`src/design/thbd_pkg.sv`:
```
`timescale 1ns / 1ps
// Shared types and constants for the text header/body deframer.
// No dependencies; imported by every module of the block.
package thbd_pkg;

    localparam int BLEN_W  = 31;
    localparam int Q_DEPTH = 4;
    localparam int Q_AW    = 2;

    localparam logic [7:0] CH_R     = 8'h52;
    localparam logic [7:0] CH_SP    = 8'h20;
    localparam logic [7:0] CH_CR    = 8'h0d;
    localparam logic [7:0] CH_LF    = 8'h0a;
    localparam logic [7:0] CH_COLON = 8'h3a;
    localparam logic [7:0] CH_ZERO  = 8'h30;
    localparam logic [7:0] CH_NINE  = 8'h39;

    localparam logic [2:0] TOK_SAT = 3'd4;
    localparam logic [2:0] TOK_LEN = 3'd2;
    localparam logic [2:0] TOK_MIN = 3'd3;

    typedef enum logic [2:0] {
        PH_START_R,
        PH_START_SP,
        PH_FIRST,
        PH_HEADER,
        PH_BODY
    } t_phase;

    typedef enum logic [3:0] {
        K_TAG,
        K_URI,
        K_LEN,
        K_SEQ,
        K_EXTRA,
        K_KEY,
        K_VALUE,
        K_DELIM,
        K_BODY,
        K_DISCARD
    } t_kind;

    typedef struct packed {
        logic [7:0]        data;
        t_kind             kind;
        logic              last;
        logic [BLEN_W-1:0] blen;
        logic              shrt;
        logic              nocolon;
        logic              err;
    } t_rec;

    typedef struct packed {
        logic two;
        t_rec r0;
        t_rec r1;
    } t_pair;

    function automatic t_rec mk_rec(input logic [7:0] data, input t_kind kind,
                                    input logic last, input logic [BLEN_W-1:0] blen,
                                    input logic shrt, input logic nocolon,
                                    input logic err);
        t_rec r;
        r.data    = data;
        r.kind    = kind;
        r.last    = last;
        r.blen    = blen;
        r.shrt    = shrt;
        r.nocolon = nocolon;
        r.err     = err;
        return r;
    endfunction

endpackage

```
`src/design/thbd_front.sv`:
```
`timescale 1ns / 1ps
// Front end: accepts bytes, tracks message framing and tags each byte.
// Emits zero, one or two tagged results per byte. Depends on thbd_pkg.
module thbd_front
    import thbd_pkg::*;
#(
    parameter int LENGTH_BITS = 31
) (
    input  logic       i_clk,
    input  logic       i_rst_n,
    input  logic       i_valid,
    input  logic [7:0] i_byte,
    input  logic       i_room,
    output logic       o_push,
    output t_pair      o_pair
);

    localparam int LB = LENGTH_BITS;

    typedef struct packed {
        logic [2:0]    tok;
        logic [LB-1:0] acc;
        logic          inv;
        logic          crlf;
        logic          colon;
    } t_ln;

    typedef struct packed {
        t_ln   st;
        t_kind kind;
    } t_cres;

    function automatic t_cres content(input t_ln s, input logic [7:0] b,
                                      input logic first);
        t_cres r;
        logic [LB+3:0] v;
        r.st      = s;
        r.st.crlf = 1'b0;
        r.kind    = K_KEY;
        v = ({4'b0, s.acc} << 3) + ({4'b0, s.acc} << 1) + {{LB{1'b0}}, b[3:0]};
        if (first) begin
            if (b == CH_SP) begin
                if (s.tok < TOK_SAT) begin
                    r.st.tok = s.tok + 3'd1;
                end
                r.kind = K_DELIM;
            end else begin
                if (s.tok == TOK_LEN && !s.inv) begin
                    if (b >= CH_ZERO && b <= CH_NINE) begin
                        if (v[LB+3:LB] != 4'd0) begin
                            r.st.inv = 1'b1;
                        end else begin
                            r.st.acc = v[LB-1:0];
                        end
                    end else begin
                        r.st.inv = 1'b1;
                    end
                end
                r.kind = (s.tok < TOK_SAT) ? t_kind'({1'b0, s.tok}) : K_EXTRA;
            end
        end else begin
            if (!s.colon && b == CH_COLON) begin
                r.st.colon = 1'b1;
                r.kind     = K_DELIM;
            end else begin
                r.kind = s.colon ? K_VALUE : K_KEY;
            end
        end
        return r;
    endfunction

    t_phase        r_phase, n_phase;
    t_ln           r_ln, n_ln;
    logic          r_held, n_held;
    logic [LB-1:0] r_rem, n_rem;
    logic          r_err, n_err;

    logic          w_acc;
    logic          w_first;
    logic          w_crlf;
    t_cres         w_c0;
    t_ln           w_mid;
    t_cres         w_c1;
    logic [LB-1:0] w_blen;
    logic [LB-1:0] w_rem_dec;
    logic          w_short;
    logic          w_short_mid;

    assign w_acc     = i_valid && i_room;
    assign w_first   = (r_phase == PH_FIRST);
    assign w_crlf    = r_held && (i_byte == CH_LF);
    assign w_c0      = content(r_ln, CH_CR, w_first);
    assign w_mid     = r_held ? w_c0.st : r_ln;
    assign w_c1      = content(w_mid, i_byte, w_first);
    assign w_blen    = (r_ln.inv || r_ln.tok < TOK_MIN) ? '0 : r_ln.acc;
    assign w_rem_dec = (r_rem != '0) ? r_rem - 1'b1 : r_rem;
    assign w_short   = (r_ln.tok < TOK_MIN);
    assign w_short_mid = (r_phase == PH_HEADER || r_phase == PH_BODY) && (w_mid.tok < TOK_MIN);

    always_comb begin
        n_phase = r_phase;
        n_ln    = r_ln;
        n_held  = r_held;
        n_rem   = r_rem;
        n_err   = r_err;
        if (w_acc && !r_err) begin
            case (r_phase)
                PH_START_R: begin
                    if (i_byte == CH_R) begin
                        n_ln.tok = 3'd0;
                        n_phase  = PH_START_SP;
                    end else begin
                        n_err = 1'b1;
                    end
                end
                PH_START_SP: begin
                    if (i_byte == CH_SP) begin
                        n_ln.tok = 3'd1;
                        n_phase  = PH_FIRST;
                    end else begin
                        n_err = 1'b1;
                    end
                end
                PH_BODY: begin
                    if (w_rem_dec == '0) begin
                        n_phase = PH_START_R;
                        n_ln    = '0;
                        n_held  = 1'b0;
                        n_rem   = '0;
                    end else begin
                        n_rem = w_rem_dec;
                    end
                end
                PH_FIRST, PH_HEADER: begin
                    if (w_crlf) begin
                        n_held = 1'b0;
                        if (w_first) begin
                            n_phase     = PH_HEADER;
                            n_ln.crlf   = 1'b1;
                            n_ln.colon  = 1'b0;
                        end else if (r_ln.crlf) begin
                            if (w_blen == '0) begin
                                n_phase = PH_START_R;
                                n_ln    = '0;
                                n_rem   = '0;
                            end else begin
                                n_phase  = PH_BODY;
                                n_ln.acc = w_blen;
                                n_rem    = w_blen;
                            end
                        end else begin
                            n_ln.crlf  = 1'b1;
                            n_ln.colon = 1'b0;
                        end
                    end else if (i_byte == CH_CR) begin
                        n_ln   = w_mid;
                        n_held = 1'b1;
                    end else begin
                        n_ln   = w_c1.st;
                        n_held = 1'b0;
                    end
                end
                default: begin
                    n_phase = PH_START_R;
                    n_ln    = '0;
                    n_held  = 1'b0;
                    n_rem   = '0;
                end
            endcase
        end
    end

    always_comb begin
        o_push        = 1'b0;
        o_pair.two    = 1'b0;
        o_pair.r0     = mk_rec(i_byte, K_DISCARD, 1'b0, '0, 1'b0, 1'b0, 1'b1);
        o_pair.r1     = mk_rec(i_byte, K_DISCARD, 1'b0, '0, 1'b0, 1'b0, 1'b1);
        if (w_acc) begin
            if (r_err) begin
                o_push = 1'b1;
            end else begin
                case (r_phase)
                    PH_START_R: begin
                        o_push = 1'b1;
                        if (i_byte == CH_R) begin
                            o_pair.r0 = mk_rec(i_byte, K_TAG, 1'b0, '0, 1'b0, 1'b0, 1'b0);
                        end
                    end
                    PH_START_SP: begin
                        o_push = 1'b1;
                        if (i_byte == CH_SP) begin
                            o_pair.r0 = mk_rec(i_byte, K_DELIM, 1'b0, '0, 1'b0, 1'b0, 1'b0);
                        end
                    end
                    PH_BODY: begin
                        o_push    = 1'b1;
                        o_pair.r0 = mk_rec(i_byte, K_BODY, (w_rem_dec == '0),
                                           BLEN_W'(r_ln.acc), w_short, 1'b0, 1'b0);
                    end
                    PH_FIRST, PH_HEADER: begin
                        if (w_crlf) begin
                            o_push     = 1'b1;
                            o_pair.two = 1'b1;
                            if (w_first) begin
                                o_pair.r0 = mk_rec(CH_CR, K_DELIM, 1'b0, '0, w_short,
                                                   1'b0, 1'b0);
                                o_pair.r1 = mk_rec(CH_LF, K_DELIM, 1'b0, '0, w_short,
                                                   1'b0, 1'b0);
                            end else if (r_ln.crlf) begin
                                o_pair.r0 = mk_rec(CH_CR, K_DELIM, 1'b0, BLEN_W'(w_blen),
                                                   w_short, 1'b0, 1'b0);
                                o_pair.r1 = mk_rec(CH_LF, K_DELIM, (w_blen == '0),
                                                   BLEN_W'(w_blen), w_short, 1'b0, 1'b0);
                            end else begin
                                o_pair.r0 = mk_rec(CH_CR, K_DELIM, 1'b0, '0, w_short,
                                                   !r_ln.colon, 1'b0);
                                o_pair.r1 = mk_rec(CH_LF, K_DELIM, 1'b0, '0, w_short,
                                                   !r_ln.colon, 1'b0);
                            end
                        end else begin
                            o_push = r_held || (i_byte != CH_CR);
                            if (r_held) begin
                                o_pair.r0  = mk_rec(CH_CR, w_c0.kind, 1'b0, '0, w_short_mid,
                                                    1'b0, 1'b0);
                                o_pair.two = (i_byte != CH_CR);
                                o_pair.r1  = mk_rec(i_byte, w_c1.kind, 1'b0, '0, w_short_mid,
                                                    1'b0, 1'b0);
                            end else begin
                                o_pair.r0  = mk_rec(i_byte, w_c1.kind, 1'b0, '0, w_short_mid,
                                                    1'b0, 1'b0);
                            end
                        end
                    end
                    default: begin
                        o_push    = 1'b1;
                        o_pair.r0 = mk_rec(i_byte, K_DISCARD, 1'b0, '0, 1'b0, 1'b0, 1'b0);
                    end
                endcase
            end
        end
    end

    always_ff @(posedge i_clk) begin
        if (!i_rst_n) begin
            r_phase <= PH_START_R;
            r_ln    <= '0;
            r_held  <= 1'b0;
            r_rem   <= '0;
            r_err   <= 1'b0;
        end else begin
            r_phase <= n_phase;
            r_ln    <= n_ln;
            r_held  <= n_held;
            r_rem   <= n_rem;
            r_err   <= n_err;
        end
    end

endmodule

```
`src/design/thbd_queue.sv`:
```
`timescale 1ns / 1ps
// Short queue of result pairs between the front end and the output stage.
// Depends on thbd_pkg.
module thbd_queue
    import thbd_pkg::*;
(
    input  logic  i_clk,
    input  logic  i_rst_n,
    input  logic  i_push,
    input  t_pair i_pair,
    input  logic  i_pop,
    output logic  o_room,
    output logic  o_valid,
    output t_pair o_pair
);

    t_pair           r_mem [Q_DEPTH];
    logic [Q_AW-1:0] r_wptr, n_wptr;
    logic [Q_AW-1:0] r_rptr, n_rptr;
    logic [Q_AW:0]   r_count, n_count;
    logic            w_push;
    logic            w_pop;

    assign o_room  = (r_count != (Q_AW+1)'(Q_DEPTH));
    assign o_valid = (r_count != '0);
    assign o_pair  = r_mem[r_rptr];
    assign w_push  = i_push && o_room;
    assign w_pop   = i_pop && o_valid;

    always_comb begin
        n_wptr  = w_push ? r_wptr + 1'b1 : r_wptr;
        n_rptr  = w_pop ? r_rptr + 1'b1 : r_rptr;
        n_count = r_count + {{Q_AW{1'b0}}, w_push} - {{Q_AW{1'b0}}, w_pop};
    end

    always_ff @(posedge i_clk) begin
        if (w_push) begin
            r_mem[r_wptr] <= i_pair;
        end
    end

    always_ff @(posedge i_clk) begin
        if (!i_rst_n) begin
            r_wptr  <= '0;
            r_rptr  <= '0;
            r_count <= '0;
        end else begin
            r_wptr  <= n_wptr;
            r_rptr  <= n_rptr;
            r_count <= n_count;
        end
    end

endmodule

```
`src/design/thbd_back.sv`:
```
`timescale 1ns / 1ps
// Output stage: holds one result pair and hands out its results in order.
// Depends on thbd_pkg.
module thbd_back
    import thbd_pkg::*;
(
    input  logic  i_clk,
    input  logic  i_rst_n,
    input  logic  i_q_valid,
    input  t_pair i_q_pair,
    output logic  o_pop,
    input  logic  i_ready,
    output logic  o_valid,
    output t_rec  o_rec
);

    t_pair r_pair;
    logic  r_valid, n_valid;
    logic  r_sel, n_sel;
    logic  w_take;
    logic  w_load;

    assign o_valid = r_valid;
    assign o_rec   = r_sel ? r_pair.r1 : r_pair.r0;
    assign w_take  = r_valid && i_ready;
    assign w_load  = !r_valid || (w_take && (r_sel || !r_pair.two));
    assign o_pop   = w_load && i_q_valid;

    always_comb begin
        n_valid = w_load ? i_q_valid : r_valid;
        n_sel   = w_load ? 1'b0 : (w_take ? 1'b1 : r_sel);
    end

    always_ff @(posedge i_clk) begin
        if (o_pop) begin
            r_pair <= i_q_pair;
        end
    end

    always_ff @(posedge i_clk) begin
        if (!i_rst_n) begin
            r_valid <= 1'b0;
            r_sel   <= 1'b0;
        end else begin
            r_valid <= n_valid;
            r_sel   <= n_sel;
        end
    end

endmodule

```
`src/design/text_header_body_deframer_top.sv`:
```
`timescale 1ns / 1ps
// Text header/body deframer, top level.
// Instantiates thbd_front, thbd_queue and thbd_back; depends on thbd_pkg.
//
// Usage: feed received bytes on the s_axis channel, one per transaction.
// Each byte comes back tagged on the m_axis channel: tuser carries the field
// kind, tlast marks the last byte of a complete message, tdata carries the
// byte with the parsed length and status flags. A CR is held until the next
// byte, so a byte may produce zero, one or two output transactions.
// Throughput: one input byte per cycle while m_axis_tready is high and outputs
// are one per byte; a byte that releases a held CR yields two output transactions.
// Path: the results of an accepted byte are written into the four-entry pair
// queue, then loaded into the output register.
// Stall: when m_axis_tready is low the queue fills and s_axis_tready drops
// once it holds four pairs; nothing is lost.
// Reset: i_rst_n, synchronous active low, clears framing state, the sticky
// framing error and the queue; the block then expects "R " to start a message.
module text_header_body_deframer_top
    import thbd_pkg::*;
#(
    parameter int LENGTH_BITS = 31
) (
    input  logic        i_clk,
    input  logic        i_rst_n,
    input  logic        s_axis_tvalid,
    output logic        s_axis_tready,
    input  logic [7:0]  s_axis_tdata,   // [7:0] rx_byte
    output logic        m_axis_tvalid,
    input  logic        m_axis_tready,
    output logic [47:0] m_axis_tdata,   // [7:0] out_byte, [38:8] body_length,
                                        // [39] first_line_short,
                                        // [40] line_without_colon, [41] framing_error
    output logic [3:0]  m_axis_tuser,   // [3:0] field_kind
    output logic        m_axis_tlast    // message_end
);

    logic  w_room;
    logic  w_push;
    t_pair w_push_pair;
    logic  w_q_valid;
    t_pair w_q_pair;
    logic  w_pop;
    t_rec  w_rec;

    assign s_axis_tready = w_room;

    thbd_front #(
        .LENGTH_BITS (LENGTH_BITS)
    ) u_front (
        .i_clk   (i_clk),
        .i_rst_n (i_rst_n),
        .i_valid (s_axis_tvalid),
        .i_byte  (s_axis_tdata),
        .i_room  (w_room),
        .o_push  (w_push),
        .o_pair  (w_push_pair)
    );

    thbd_queue u_queue (
        .i_clk   (i_clk),
        .i_rst_n (i_rst_n),
        .i_push  (w_push),
        .i_pair  (w_push_pair),
        .i_pop   (w_pop),
        .o_room  (w_room),
        .o_valid (w_q_valid),
        .o_pair  (w_q_pair)
    );

    thbd_back u_back (
        .i_clk     (i_clk),
        .i_rst_n   (i_rst_n),
        .i_q_valid (w_q_valid),
        .i_q_pair  (w_q_pair),
        .o_pop     (w_pop),
        .i_ready   (m_axis_tready),
        .o_valid   (m_axis_tvalid),
        .o_rec     (w_rec)
    );

    assign m_axis_tdata = {6'b0, w_rec.err, w_rec.nocolon, w_rec.shrt, w_rec.blen, w_rec.data};
    assign m_axis_tuser = w_rec.kind;
    assign m_axis_tlast = w_rec.last;

endmodule
```
`config.mk`:
```
export PLATFORM = sky130hd
export DESIGN_NAME = text_header_body_deframer_top
export DESIGN_NICKNAME = d
export VERILOG_FILES = /design/src/design/thbd_pkg.sv /design/src/design/thbd_front.sv /design/src/design/thbd_queue.sv /design/src/design/thbd_back.sv /design/src/design/text_header_body_deframer_top.sv
export SDC_FILE = /design/constraint.sdc
export NUM_CORES = 1
export LEC_CHECK = 0
export ABC_AREA = 1
export BUFFER_PORTS_ARGS = -buffer_cell sky130_fd_sc_hd__buf_4
export CAP_MARGIN = 0
export CORE_ASPECT_RATIO = 1.4
export CORE_MARGIN = 3
export CORE_UTILIZATION = 40
export DETAILED_ROUTE_END_ITERATION = 6
export PLACE_DENSITY_LB_ADDON = 0.2
export REMOVE_ABC_BUFFERS = 1
export SYNTH_ARGS = -nofsm -noshare
export SYNTH_HDL_FRONTEND = slang
export SYNTH_SLANG_ARGS = --single-unit
```
`constraint.sdc`:
```
create_clock -name i_clk -period 6.8 [get_ports i_clk]
set_input_delay 1.02 -clock i_clk [delete_from_list [all_inputs] [get_ports i_clk]]
set_output_delay 1.02 -clock i_clk [all_outputs]
set_load 0.005 [all_outputs]
```
==> impl_metrics.env, run 1 <==
export IMPL_fp_row_count=110
export IMPL_placed_area_sq_um=27500
export IMPL_fmax_ghz=0.229
export IMPL_post_route_period_util=0.641
export IMPL_worst_slew_pin_slew_ns=1.29
export IMPL_netlist_area_sq_um=26300
export IMPL_hold_buffers=0
export IMPL_setup_tns_ns=0
export IMPL_final_cell_mix="nand2_1 (620), edfxtp_1 (470), nor2_1 (469)"
export IMPL_drt_iter0_drc=1305
export IMPL_gp_congestion=0.935
export IMPL_crit_type="in2reg"
export IMPL_finalNonFillerCells=3686
export IMPL_drive_gt1_frac=0.0826
export IMPL_p_clk_frac=0.312
export IMPL_hpwl_um=48300
export IMPL_grt_pass1_wl_um=117000
export IMPL_initial_core_util=0.406
export IMPL_drv_cap=0
export IMPL_die_area_sq_um=69000
export IMPL_detail_route_wl_per_cell_um=20.6
export IMPL_cpMostUsedCell="nand2_1"
export IMPL_drtAntennaViolNets=0
export IMPL_crit_path_end_kind="flip-flop"
export IMPL_netlist_instances=2797
export IMPL_vias=19850
export IMPL_yosys_register_bits=552
export IMPL_swShare=0.301
export IMPL_postCtsSetupRepairBufs=0
export IMPL_grt_max_degree=95
export IMPL_grt_pass1_vias=19993
export IMPL_cts_buffers=53
export IMPL_clkLatencyLatePin_ns=0.63
export IMPL_path_cells="buf_4 -> inv_1 -> fa_1 -> inv_1 -> fa_1 -> nand2_1 -> nand2_1 -> and2_1 -> nand2_1 -> nand2_1 -> nand3_1 -> nand2_1 -> nand3_1 -> nand2_1 -> nor2_1 -> nand3_1 -> nand2_1 -> nand4_4 -> nor2_1 -> nor2_1"
export IMPL_utilization=0.452
export IMPL_leakage_nw=11.4
export IMPL_cts_clk_slew_worst_paths_ns=0.06
export IMPL_cp_required_ns=7.31
export IMPL_clock_skew_ns=0.0211
export IMPL_cts_tree="yes"
export IMPL_slew_violations=0
export IMPL_critical_path_arrival_ns=4.87
export IMPL_diodes=0
export IMPL_startpoint_type="input pin"
export IMPL_post_place_cells=3586
export IMPL_power_switching_mw=2.93
export IMPL_hold_viol=0
export IMPL_clock_sinks=552
export IMPL_cts_buffer_depth=3
export IMPL_final_common_cell="nand2_1"
export IMPL_drc=0
export IMPL_synth_cell_types=52
export IMPL_pwr_density_cell_nw_per_um2=332
export IMPL_core_sq_um=64800
export IMPL_relSlewSlack=0.139
export IMPL_grt_overflow_total=0
export IMPL_total_power_mw=9.74
export IMPL_grt_usage=0.219
export IMPL_die_w_um=223
export IMPL_ir_worst_vdd_v=0.000211
export IMPL_synth_edf_count=470
export IMPL_ys_seq_area_frac=0.598
export IMPL_rsz0062_at_grt="no"
export IMPL_dieHeight_um=310
export IMPL_post_cts_resized=0
export IMPL_pin_count=67
export IMPL_reg2reg_slack_ns=2.64
export IMPL_cts_root_buf="clkbuf_16"
export IMPL_yosys_warnings=0
export IMPL_hold_path_class="reg2reg"
export IMPL_area_growth_pct=11.3
export IMPL_ys_async_sr_fraction=0
export IMPL_synth_flop_cell="edfxtp_1"
export IMPL_setup_violations_final=0
export IMPL_grt_antenna_before_repair=0
export IMPL_final_nets=2886
export IMPL_seqPwrFrac=0.477
export IMPL_drtPass1Iterations=6
export IMPL_cpMaxStageDelayCell="nand4_4"
export IMPL_routed_wl_um=75900
export IMPL_status="completed"
export IMPL_p_int_mw=6.81
export IMPL_viasPerCell=5.39
export IMPL_syn_area_per_cell_sq_um=9.42
export IMPL_post_route_cell_area_sq_um=29300
export IMPL_cp_slowest_stage_delay_ns=0.75
export IMPL_period_needed_ns=4.36
export IMPL_path_max_fanout=62
export IMPL_htreeDepth=2
export IMPL_comb_power_share=0.211
export IMPL_port_buffers=60
[cells in the mapped netlist (8+ instances only)]
library cell	n	share of area
a21oi_1	117	0.022
buf_2	14	0.0027
clkbuf_1	105	0.015
dfxtp_1	82	0.062
edfxtp_1	470	0.54
ha_1	70	0.033
inv_1	200	0.028
inv_2	8	0.0011
nand2_1	621	0.088
nand3_1	56	0.011
nand4_1	26	0.0062
nor2_1	474	0.068
nor2_2	12	0.0028
nor3_1	45	0.0085
nor4_1	8	0.0019
o21ai_0	237	0.045
o21ai_1	10	0.0019
o22ai_1	138	0.033
or2_2	12	0.0028
[cell type report]
cell class                 count  area, sq um
clock buffer                  69         1420
clock inverter                31          369
fill                        6166        35500
inverter                     211          795
multi-input combinational   1902         9290
sequential                   552        15800
tap                          840         1050
timing repair buffer          81          646
[critical path: cells and delay by family]
kind                     cells  cell delay [ns]
adder cells (fa/ha/maj)      2             1.01
buffers and inverters        3             0.30
AND/OR/NAND/NOR             15             2.50
[path summary, 6_finish.rpt]
check	start	end	cells past startpoint
max reg2reg	u_front.r_ln[5]	u_front.r_ln[21]	19
min	u_front.r_err	u_front.r_err	2
min reg2reg	u_front.r_err	u_front.r_err	2
max	s_axis_tdata[3]	u_front.r_ln[21]	20
[registers in the layout (all words and copies together) (netlist names)]
register / cells
u_front.r_err: 1
u_back.o_valid: 1
u_queue.r_mem: 376
u_queue.r_wptr: 2
u_front.r_phase: 3
u_queue.r_rptr: 2
u_front.r_held: 1
u_front.r_ln: 37
u_back.r_sel: 1
u_queue.r_count: 3
u_front.r_rem: 31
u_back.r_pair: 94
[metal layers]
metal,part of all wire,global-route usage,vias up
met5,0,0,-
met4,0.042,0.0920,0
met3,0.045,0.0332,162
met2,0.51,0.397,509
met1,0.40,0.259,9605
li1,-,-,9574
[stage by stage]
step                      setup WS (ns)  hold slack (ns)
after global routing               2.02            0.516
after floorplan                   -1.05            0.451
after detailed placement           1.80            0.467
after CTS                          2.44            0.477
after global placement             1.89            0.467
final                              2.44            0.478
[power by group through the flow]
stage / Combinational [mW] / Sequential (mW) / Clock (mW)
after global placement: 2.05 / 4.71 / 0
after floorplan: 1.13 / 4.79 / 0
after detailed placement: 2.11 / 4.72 / 0
after CTS: 2.12 / 4.65 / 3.11
after global routing: 2.31 / 4.70 / 3.24
final: 2.05 / 4.65 / 3.04
[kinds of logic after synthesis]
kind of cell             count (synthesis)  share of synthesized area
other                                    1                   0.000142
buffers and inverters                  348                     0.0525
adder cells (fa/ha/maj)                 73                     0.0355
XOR/XNOR                                14                    0.00465
AND/OR/NAND/NOR                       1279                      0.199
flip-flops                             552                      0.598
AO/OA/AOI/OAI                          530                      0.110
No activity file was read; power rests on OpenSTA's default activity.
==> inputs of run 2 (changes only) <==
- ABC_AREA: 1 -> 0
- clock period: 6.8 -> 4.3 ns (I/O delays scaled with it)
==> impl_metrics.env, run 2 <==
export IMPL_status="completed"
export IMPL_ir_worst_vdd_v=0.000465
export IMPL_yosys_area_share_adder=0.0385
export IMPL_dieHeight_um=298
export IMPL_diodes=0
export IMPL_met3_usage=0.0231
export IMPL_netlist_instances=1625
export IMPL_largest_register="u_queue.r_mem"
export IMPL_area_growth_pct=15.8
export IMPL_critical_path_depth=12
export IMPL_synthXorXnorAreaFrac=0.0144
export IMPL_slew_violations=0
export IMPL_ys_top_cells_by_area="edfxtp_1 (58%), mux4_2 (8.7%), dfxtp_1 (6.7%)"
export IMPL_crit_start="u_front.r_rem[4]"
export IMPL_vias=14487
export IMPL_setup_violations_final=0
export IMPL_synth_flop_cell="edfxtp_1"
export IMPL_synth_compound_area_frac=0.0801
export IMPL_cts_clk_slew_worst_paths_ns=0.07
export IMPL_clkLatencyLatePin_ns=0.60
export IMPL_synth_common_cells="edfxtp_1 (470), mux4_2 (94), dfxtp_1 (82)"
export IMPL_cts_tree="yes"
export IMPL_comb_power_share=0.183
export IMPL_fmax_ghz=0.244
export IMPL_netlist_area_sq_um=24300
export IMPL_period_needed_ns=4.10
export IMPL_grt_pass1_vias=15107
export IMPL_cts_buffers=51
export IMPL_path_buf_inv=2
export IMPL_path_max_fanout=30
export IMPL_grt_antenna_before_repair=0
export IMPL_p_clk_frac=0.316
export IMPL_final_common_cell="edfxtp_1"
export IMPL_hold_start="s_axis_tdata[7]"
export IMPL_htreeDepth=2
export IMPL_top_regs="u_queue.r_mem: 376 flops, u_back.r_pair: 94 flops, u_front.r_ln: 37 flops"
export IMPL_final_cell_mix="edfxtp_1 (470), buf_4 (167), mux4_2 (94)"
export IMPL_drc=0
export IMPL_synth_top_cell_area_share=0.580
export IMPL_synth_top_family_by_area="multiplexers"
export IMPL_grt_overflow_total=0
export IMPL_crit_type="reg2reg"
export IMPL_die_area_sq_um=63900
export IMPL_post_cts_resized=1
export IMPL_drtAntennaViolNets=0
export IMPL_drt_iter0_drc=852
export IMPL_clock_skew_ns=0.0221
export IMPL_yosys_warnings=0
export IMPL_drtPass1Iterations=5
export IMPL_port_buffers=60
export IMPL_rsz0062_at_grt="no"
export IMPL_hold_path_class="in2reg"
export IMPL_drive_gt1_frac=0.228
export IMPL_hpwl_um=38900
export IMPL_startpoint_type="flip-flop"
export IMPL_synth_cell_types=76
export IMPL_synth_simple_area_share=0.0900
export IMPL_swShare=0.249
export IMPL_synth_edf_count=470
export IMPL_cp_slowest_stage_delay_ns=0.70
export IMPL_use_met1=0.220
export IMPL_path_cells="or4_1 -> or3_4 -> o41ai_2 -> buf_4 -> a31oi_1 -> a211o_1 -> or4_4 -> o21ai_4 -> nand2_1 -> a211oi_4 -> buf_12 -> a22o_1"
export IMPL_post_route_cell_area_sq_um=28200
export IMPL_cts_buffer_depth=3
export IMPL_cp_endpoint="u_front.r_ln[13]"
export IMPL_grt_pass1_wl_um=90200
export IMPL_placed_area_sq_um=26500
export IMPL_leakage_nw=10.5
export IMPL_seqPwrFrac=0.501
export IMPL_fp_row_count=106
export IMPL_ys_async_sr_fraction=0
export IMPL_syn_area_per_cell_sq_um=15.0
export IMPL_ys_seq_area_frac=0.648
export IMPL_clock_sinks=552
export IMPL_post_route_period_util=0.955
export IMPL_yosysMostFrequentCell="edfxtp_1"
export IMPL_worst_slew_pin_slew_ns=1.04
export IMPL_top_usage_layer="met2"
export IMPL_relSlewSlack=0.307
export IMPL_final_nets=1851
export IMPL_p_int_mw=10.8
export IMPL_cpMaxStageDelayCell="or4_1"
export IMPL_regToRegStartpoint="u_front.r_rem[4]"
export IMPL_drv_cap=0
export IMPL_detail_route_wl_per_cell_um=22.5
export IMPL_cp_required_ns=4.84
export IMPL_cts_root_buf="clkbuf_16"
export IMPL_muxShareOfSynthArea=0.109
export IMPL_critical_path_arrival_ns=4.64
export IMPL_crit_path_end_kind="flip-flop"
export IMPL_core_sq_um=59900
export IMPL_grt_max_degree=97
export IMPL_setup_tns_ns=0
export IMPL_postCtsSetupRepairBufs=0
export IMPL_die_w_um=214
export IMPL_met2_usage=0.339
export IMPL_largest_reg_flops=376
export IMPL_regToRegEndpoint="u_front.r_ln[13]"
export IMPL_gp_congestion=0.932
export IMPL_pin_count=67
export IMPL_total_power_mw=14.4
export IMPL_synth_largest_area_cell="edfxtp_1"
export IMPL_hold_buffers=0
export IMPL_cp_top_family="simple AND/OR/NAND/NOR gates"
export IMPL_reg2regPathDepth=12
export IMPL_routed_wl_um=59000
export IMPL_pwr_density_cell_nw_per_um2=512
export IMPL_power_switching_mw=3.60
export IMPL_hold_viol=0
export IMPL_yosys_register_bits=552
export IMPL_viasPerCell=5.53
export IMPL_grt_usage=0.182
export IMPL_initial_core_util=0.406
export IMPL_reg2reg_slack_ns=0.20
==> run 2: cell types whose count changed after synthesis, moves of 39 or more <==
| cell | previous run | this run |
|---|---|---|
| nand3_1 | 56 | 17 |
| inv_1 | 200 | 27 |
| o22ai_1 | 138 | 3 |
| mux2_2 | 0 | 45 |
| nand2_1 | 621 | 80 |
| and2_1 | 1 | 77 |
| mux4_2 | 0 | 94 |
| nor2_1 | 474 | 76 |
| a21oi_1 | 117 | 66 |
| o21ai_0 | 237 | 67 |
==> run 2: cell type report <==
class                           instances  area (sq um)
Clock buffer                           70          1410
Fill cell                            5383         31800
Sequential cell                       552         15800
Timing Repair Buffer                  176          1430
Clock inverter                         25           274
Multi-Input combinational cell        958          8170
Inverter                               27           101
Tap cell                              810          1010
==> run 2: power groups by stage <==
stage / sequential (mW) / clock (mW) / combinational [mW]
final: 7.22 / 4.56 / 2.64
after global routing: 7.30 / 4.90 / 2.88
after CTS: 7.24 / 4.70 / 2.74
after detailed placement: 7.35 / 0 / 2.73
after global placement: 7.32 / 0 / 2.72
after floorplan: 7.50 / 0 / 1.72
==> run 2: layer usage <==
layer / up-vias / part of all wire
met3: 91 / 0.036
met5: - / 0
met2: 287 / 0.53
met4: 0 / 0.029
li1: 6702 / -
met1: 7407 / 0.40
==> run 2: worst min-delay path by stage <==
stage,to,cells after the start,slack (ns)
2_1_floorplan,u_back.r_sel,2,0.45
3_3_place_gp,u_front.r_err,2,0.48
3_5_place_dp,u_front.r_err,2,0.49
4_1_cts,u_queue.r_mem[2][46],1,0.27
5_1_grt,u_queue.r_mem[0][46],1,0.28
6_report,u_queue.r_mem[0][46],1,0.31
==> run 2: cell families after synthesis <==
| logic type | Yosys count |
|---|---|
| and+or+nand+nor | 407 |
| adders and majority gates | 73 |
| AOI/OAI and AO/OA | 289 |
| DFF | 552 |
| other | 1 |
| xor gates and xnor gates | 40 |
| muxes | 143 |
| buffers and inverters | 120 |
==> run 2: per-stage QoR <==
| step | setup WS, ns | hold slack (ns) | util | std cells |
|---|---|---|---|---|
| final | 0.195 | 0.307 | 0.470 | 2618 |
| after global placement | -0.00379 | 0.478 | 0.442 | 2523 |
| after global routing | 0.0158 | 0.281 | 0.470 | 2618 |
| after CTS | 0.0104 | 0.270 | 0.470 | 2618 |
| after floorplan | -4.01 | 0.454 | - | 1537 |
| after detailed placement | -0.105 | 0.489 | 0.442 | 2523 |
